**src/rtl/rat_pkg.sv**
```systemverilog
`default_nettype none

package rat_pkg;

  // field widths of one event
  localparam int UNIT_BITS   = 8;
  localparam int AMOUNT_BITS = 24;
  localparam int PLAYER_BITS = 5;
  localparam int OBJECT_BITS = 13;
  localparam int TICK_BITS   = 32;

  // word layouts on the two streams
  localparam int IN_DATA_BITS  = 88;
  localparam int OUT_DATA_BITS = 8;
  localparam int MASK_BITS     = 4;
  localparam int FILL_BITS     = 2;

  localparam logic [AMOUNT_BITS-1:0] DAMAGE_MAX  = '1;
  localparam logic [PLAYER_BITS-1:0] PLAYER_NONE = '1;

  // one attacker slot as stored in a table row
  typedef struct packed {
    logic                   valid;
    logic [PLAYER_BITS-1:0] player;
    logic [OBJECT_BITS-1:0] object;
    logic [AMOUNT_BITS-1:0] damage;
    logic [TICK_BITS-1:0]   stamp;
  } slot_t;

  localparam int SLOT_BITS = $bits(slot_t);

  typedef enum logic [1:0] {
    ST_CLEAR,
    ST_IDLE,
    ST_MATCH,
    ST_WRITE
  } rat_state_t;

  // controller to datapath
  typedef struct packed {
    logic clear_wr;
    logic load;
    logic eval;
    logic commit;
  } rat_cmd_t;

  // datapath to controller
  typedef struct packed {
    logic clear_last;
    logic out_free;
  } rat_status_t;

endpackage

`default_nettype wire

```
**src/rtl/rat_ctrl.sv**
```systemverilog
`default_nettype none

module rat_ctrl (
  input  wire logic                 clk,
  input  wire logic                 rst,
  input  wire logic                 in_valid,
  output logic                      in_ready,
  input  wire rat_pkg::rat_status_t status,
  output rat_pkg::rat_cmd_t         cmd
);

  import rat_pkg::*;

  rat_state_t state;
  rat_state_t state_next;

  // state register
  always_ff @(posedge clk) begin
    if (rst) begin
      state <= ST_CLEAR;
    end else begin
      state <= state_next;
    end
  end

  // next state and commands
  always_comb begin
    state_next = state;
    cmd        = '0;
    in_ready   = 1'b0;
    case (state)
      ST_CLEAR: begin
        cmd.clear_wr = 1'b1;
        if (status.clear_last) begin
          state_next = ST_IDLE;
        end
      end
      ST_IDLE: begin
        in_ready = 1'b1;
        if (in_valid) begin
          cmd.load   = 1'b1;
          state_next = ST_MATCH;
        end
      end
      ST_MATCH: begin
        cmd.eval   = 1'b1;
        state_next = ST_WRITE;
      end
      ST_WRITE: begin
        if (status.out_free) begin
          cmd.commit = 1'b1;
          state_next = ST_IDLE;
        end
      end
      default: begin
        state_next = ST_CLEAR;
      end
    endcase
  end

endmodule

`default_nettype wire

```
**config.mk**
```make
export PLATFORM = sky130hd
export DESIGN_NAME = rat_ctrl
export DESIGN_NICKNAME = d
export VERILOG_FILES = /design/src/rtl/rat_pkg.sv /design/src/rtl/rat_ctrl.sv
export SDC_FILE = /design/constraint.sdc
export NUM_CORES = 1
export LEC_CHECK = 0
export BUFFER_PORTS_ARGS = -buffer_cell sky130_fd_sc_hd__buf_2
export CORE_AREA = 2 2 39 41
export CTS_BUF_LIST = sky130_fd_sc_hd__clkbuf_8
export CTS_CLUSTER_SIZE = 20
export DETAILED_ROUTE_END_ITERATION = 8
export DIE_AREA = 0 0 41 43
export GPL_TIMING_DRIVEN = 0
export PLACE_DENSITY_LB_ADDON = 0.12
export SYNTH_ARGS = -nofsm -noshare
export SYNTH_HDL_FRONTEND = slang
export SYNTH_SLANG_ARGS = --single-unit
```
**constraint.sdc**
```tcl
create_clock -name clk -period 1.9 [get_ports clk]
set_input_delay 0.095 -clock clk [delete_from_list [all_inputs] [get_ports clk]]
set_output_delay 0.095 -clock clk [all_outputs]
set_load 0.005 [all_outputs]
```
==> results of run 1 <==
logic make-up after synthesis:
kind of cell	share of synthesized area
AND/OR/NAND/NOR	0.1800
flip-flops	0.2133
buffers and inverters	0.1066
AO/OA/AOI/OAI	0.05334
adder cells (fa/ha/maj)	0.3333
multiplexers	0.1133
routing by layer:
| metal | part of all wire | wire (µm) | vias up |
|---|---|---|---|
| met5 | 0 | 0 | - |
| met4 | 0 | 0 | 0 |
| met3 | 0.095 | 36 | 0 |
| met2 | 0.49 | 186 | 6 |
| met1 | 0.41 | 154 | 80 |
| li1 | - | - | 89 |
cells in the final DEF (no fill, tap or decap):
| cell type | Yosys | final |
|---|---|---|
| a222oi_1 | 1 | 1 |
| dfxtp_1 | 2 | 2 |
| nor2_1 | 2 | 2 |
| ha_1 | 5 | 5 |
| nand2b_1 | 2 | 2 |
| and2_2 | 1 | 1 |
| mux2_1 | 1 | 1 |
| and2_1 | 1 | 1 |
| buf_2 | 0 | 9 |
| mux2i_1 | 1 | 1 |
| inv_1 | 4 | 4 |
| clkbuf_8 | 0 | 3 |
| clkinvlp_2 | 1 | 1 |
per-stage QoR:
stage	utilization	setup slack, ps	area (µm²)
2_1_floorplan	-	364.4	187.7
6_report	0.2125	236.8	294.0
3_3_place_gp	0.1826	218.5	252.7
4_1_cts	0.2125	221.5	294.0
5_1_grt	0.2125	146.6	294.0
3_5_place_dp	0.1826	225.0	252.7
path summary, 6_finish.rpt:
check | startpoint | to | slack [ps] | cells after the start
setup reg to reg | state[0] | state[0] | 240 | 4
hold reg to reg | state[1] | state[1] | 520 | 2
hold / removal | rst | state[1] | 200 | 3
setup / recovery | state[0] | state[0] | 240 | 4
power groups by stage:
stage / Combinational (W) / Sequential, W / Clock [W]
after floorplan: 0.0000905 / 0.0000696 / 0
after detailed placement: 0.000137 / 0.0000751 / 0
final: 0.000133 / 0.0000741 / 0.000164
after CTS: 0.000138 / 0.0000745 / 0.000171
after global routing: 0.000155 / 0.0000770 / 0.000174
after global placement: 0.000138 / 0.0000750 / 0
final cells by class:
class	count	area, µm²
fill	170	1090
multi-input combinational	14	127.6
timing repair buffer	9	45.04
clock buffer	3	41.29
sequential	2	40.04
inverter	5	20.02
tap	16	20.02
critical path: cells and delay by family, from the launching register on:
family          cells  cell delay (ps)
compound gates      1              470
mux                 1              370
flops               1              380
fa+ha+maj           1              220
buf+inv             1              100
==> impl_results.md, run 1 <==
* Max_cap viols at 0
* Switching portion of total power at 0.2999
* Slew headroom at 0.6775
* Post-Route WL at 377 µm
* Post-CTS Resized at 0
* GPL Wtd Cong at 0.6567
* Leakage power at 0.1592 nW
* H-tree Lvls at 1
* Die H at 43 µm
* Post-DR vias/cell at 3.571
* Core area at 1384 µm²
* Root Driver: clkbuf_8
* Initial DRC count at 3
* Maximum vdd drop at 413.3 µV
* Row cnt at 14
* Gr busiest metal: met2
* Final net count at 45
* Dominant cell type by area after synthesis: ha_1
* Post-CTS Setup Bufs at 0
* ANT cells at 0
* RSZ-0062 raised after global routing: false
* Clock Sinks at 2
* Finished Layout Cells at 49
* Gate power share at 0.359
* Worst setup SP type: flop
* First-pass GRT wire length at 600 µm
* Overall power at 0.0003720 W
* Largest net degree at the start of global routing at 5
* Largest cells by area after synthesis: ha_1 33%, dfxtp_1 21%, inv_1 8.0%
* Top reg by flops: state
* Commonest cells post-synth: 5 x ha_1, 4 x inv_1, 2 x dfxtp_1, 2 x nand2b_1, 2 x nor2_1
* Power Density at 1265 nW/µm²
* Final hold violation count at 0
* Mapped Cells at 21
* Required @ worst endpoint at 1990 ps
* Yosys reg bits at 2
* Vias in the first global route at 178
* Hold-fix buffers at CTS at 0
* Worst hold margin at 202.0 ps
* Die area at 1763 µm²
* CP max stage cell: a222oi_1
* Dpl cells at 46
* Count leader, synth: ha_1
* Seq pwr share at 0.199
* Max incr delay on CP at 470 ps
* GRT met1 Usage at 0.05096
* Max Transition Viols Final at 0
* Kind of critical path: reg2reg
* Antenna viol nets, final at 0
* Top-area cell type share of the netlist area at 0.3333
* Clock Power Share at 0.442
* Post-Route Skew at 2.340 ps
* Tot GR Track Use at 0.05506
* Initial antenna violation count at 0
* Num CTS Buffers at 3
* Top_reg_cell synth: dfxtp_1
* Clock-pin slew on the worst setup and hold paths at 30 ps
* Arrival time at the worst endpoint at 1750 ps
* Least-Margin Pin Slew at 483.7 ps
* Setup violators final at 0
* TritonCTS clock tree: built
* Sw power at 0.0001116 W
* Fin crit share at 0.8754
* Critical path, cell by cell: inv_1, ha_1, a222oi_1, mux2_1
* Initial Utilization at 0.1356
* Fmax at 601.2 MHz
* YS warnings at 0
* Area Overhead vs Synth at 56.67%
* Register area share after synthesis at 0.2133
* Later-pin clock latency in the skew report at 210 ps
* Post-synth EDFFs at 0
* Ys async rst share at 0
* Internal power at 0.0002604 W
* Layout cells sized above 1 at 0.4242
* DRC at 0
* Final min period at 1663 ps
* Drt wl/cell at 7.694 µm
* Crit path capture type: flop
* Status: finished, final reports clean
* Syn Area/Cell at 8.937 µm²
* Count of cell types in the netlist at 11
* Top flop regs: state (2)
* Port Buf Inserts at 9
* Clk buf depth at 2
* GRT Residual Overflow at 0
* Worst hold path type: in2reg
* Max FFs per register at 2
* Top-level I/O count at 10
* Die W at 41 µm
* Setup TNS at 0 ps
* Grt met2 use at 0.07500
* First-pass iteration count of the detailed router at 4
* Max FO, Critical Path at 4
* Syn_nets at 31
* Post-Syn Area at 187.7 µm²
* GRT met3 Usage at 0.03141
* Post-DP HPWL at 302.6 µm
* Total number of vias at 175
Note: power is estimated with default switching activity, not from simulation.
==> run 2: changes to the inputs <==
- BUFFER_PORTS_ARGS: -buffer_cell sky130_fd_sc_hd__buf_2 -> -buffer_cell sky130_fd_sc_hd__clkbuf_2
==> run 2 against run 1 <==
Compared with the run above: via count did not move; wire length fell by 1.3%; count of clock-buffer cells in the layout did not move; combinational power barely moved; clock power barely moved; fmax rose by 0.53%; clock skew did not move.
==> impl_results.md, run 2 (synthesis gave the netlist of run 1 again) <==
* Drt wl/cell at 7.592 µm (-1.3%)
* Final hold violation count at 0 (unchanged)
* Port Buf Inserts at 9 (unchanged)
* Max Transition Viols Final at 0 (unchanged)
* Worst setup margin at 245.5 ps (+8.723 ps)
* Later-pin clock latency in the skew report at 210 ps (about the same)
* Least-Margin Pin Slew at 483.0 ps (-0.7379 ps)
* Antenna viol nets, final at 0 (unchanged)
* Commonest non-fill, non-tap cell in the layout: clkbuf_2
* H-tree Lvls at 1 (unchanged)
* Worst hold start: rst
* Maximum vdd drop at 411.4 µV (-0.48%)
* Top-level I/O count at 10 (unchanged)
* Fin crit share at 0.8708 (-0.004591)
* Fmax at 604.4 MHz (+0.53%)
* Die W at 41 µm (unchanged)
* GRT Residual Overflow at 0 (unchanged)
* Pre-CTS WS at 230.6 ps (+5.526 ps)
* Total number of vias at 175 (unchanged)
* Required @ worst endpoint at 1990 ps (about the same)
* Worst setup SP type: flop
* Initial antenna violation count at 0 (unchanged)
* Vias in the first global route at 175 (-1.7%)
* Final min period at 1655 ps (-8.723 ps)
* Num CTS Buffers at 3 (unchanged)
* Initial Utilization at 0.1356 (unchanged)
* Row cnt at 14 (unchanged)
* CP top delay family: compound AO/OA/AOI/OAI gates
* Max incr delay on CP at 470 ps (about the same)
* Clock-pin slew on the worst setup and hold paths at 30 ps (about the same)
* Post-Route Skew at 2.340 ps (unchanged)
* Root Driver: clkbuf_8
* Clk buf depth at 2 (unchanged)
* Worst hold path type: in2reg
* First-pass GRT wire length at 579 µm (-3.5%)
* Worst hold margin at 208.5 ps (+6.547 ps)
* Arrival time at the worst endpoint at 1740 ps (about the same)
* Final net count at 45 (unchanged)
* Sum of buffers and inverters on the critical path at 1 (unchanged)
* Largest net degree at the start of global routing at 5 (unchanged)
* Dpl cells at 46 (unchanged)
* FF-to-FF Start: state[0]
* Post-Route WL at 372 µm (-1.3%)
* Layout cells sized above 1 at 0.4242 (unchanged)
* Die area at 1763 µm² (unchanged)
* TritonCTS clock tree: built
* Leakage power at 0.1579 nW (-0.82%)
* Flop2flop setup slack at 250 ps (about the same)
* First-pass iteration count of the detailed router at 4 (unchanged)
* Area Overhead vs Synth at 56.67% (unchanged)
* Critical Path Source: state[0]
* Kind of critical path: reg2reg
* Post-CTS Setup Bufs at 0 (unchanged)
* Top flop regs: state (2)
* ANT cells at 0 (unchanged)
* Clock Sinks at 2 (unchanged)
* Initial DRC count at 4 (+1)
* Max FO, Critical Path at 4 (unchanged)
* Die H at 43 µm (unchanged)
* Core area at 1384 µm² (unchanged)
* Crit path capture type: flop
* Hold-fix buffers at CTS at 0 (unchanged)
* RSZ-0062 raised after global routing: false
* Setup TNS at 0 ps (unchanged)
* Status: finished, final reports clean
* Finished Layout Cells at 49 (unchanged)
* Max FFs per register at 2 (unchanged)
* Post-DR vias/cell at 3.571 (unchanged)
* Top reg by flops: state
* Post-CTS Resized at 0 (unchanged)
* Slew headroom at 0.6780 (about the same)
* Max_cap viols at 0 (unchanged)
* Fill cells at 164 (-3.5%)
* Tot GR Track Use at 0.05305 (-0.002002)
* GPL Wtd Cong at 0.6743 (+2.7%)
* Critical path, cell by cell: inv_1, ha_1, a222oi_1, mux2_1
* Power Density at 1267 nW/µm² (+0.17%)
* CP max stage cell: a222oi_1
* DRC at 0 (unchanged)
* Setup violators final at 0 (unchanged)
* Most frequent cells in the layout: 9 x clkbuf_2, 5 x ha_1, 4 x inv_1
==> run 2: worst min-delay path: stages <==
cell	delay (ps)
clkbuf_2	110
nand2b_1	100
mux2i_1	60
==> run 2: area by class of cell <==
type	instances	area, µm²	area share
Tap cell	16	20.02	0.06809
Timing Repair Buffer	9	45.04	0.1532
Multi-Input combinational cell	14	127.6	0.4340
Sequential cell	2	40.04	0.1362
Inverter	5	20.02	0.06809
Clock buffer	3	41.29	0.1404
==> run 2: path summary, 6_finish.rpt <==
check                   to  cells after the start
setup / recovery  state[0]                      4
hold / removal    state[1]                      3
setup reg to reg  state[0]                      4
hold reg to reg   state[1]                      2
==> run 2: report_power, final <==
| part | internal, W | total, W | switching [W] |
|---|---|---|---|
| Sequential | 0.0000571 | 0.0000733 | 0.0000162 |
| Combinational | 0.0000702 | 0.000135 | 0.0000647 |
| Clock | 0.000134 | 0.000164 | 0.0000307 |
| Total | 0.000261 | 0.000373 | 0.000112 |
==> run 2: per-layer routing <==
| layer | wire length, µm | track usage | up-vias |
|---|---|---|---|
| met4 | 0 | 0.06000 | 0 |
| li1 | - | - | 89 |
| met2 | 180 | 0.07188 | 6 |
| met1 | 147 | 0.04777 | 80 |
| met3 | 44 | 0.03141 | 0 |
| met5 | 0 | 0 | - |
==> run 2: through the flow <==
step                      instance area, µm²  power (W)    util
after floorplan                        187.7  0.0001601       -
after global placement                 252.7  0.0002152  0.1826
after detailed placement               252.7  0.0002129  0.1826
after CTS                              294.0  0.0003853  0.2125
after global routing                   294.0  0.0004041  0.2125
final                                  294.0  0.0003726  0.2125
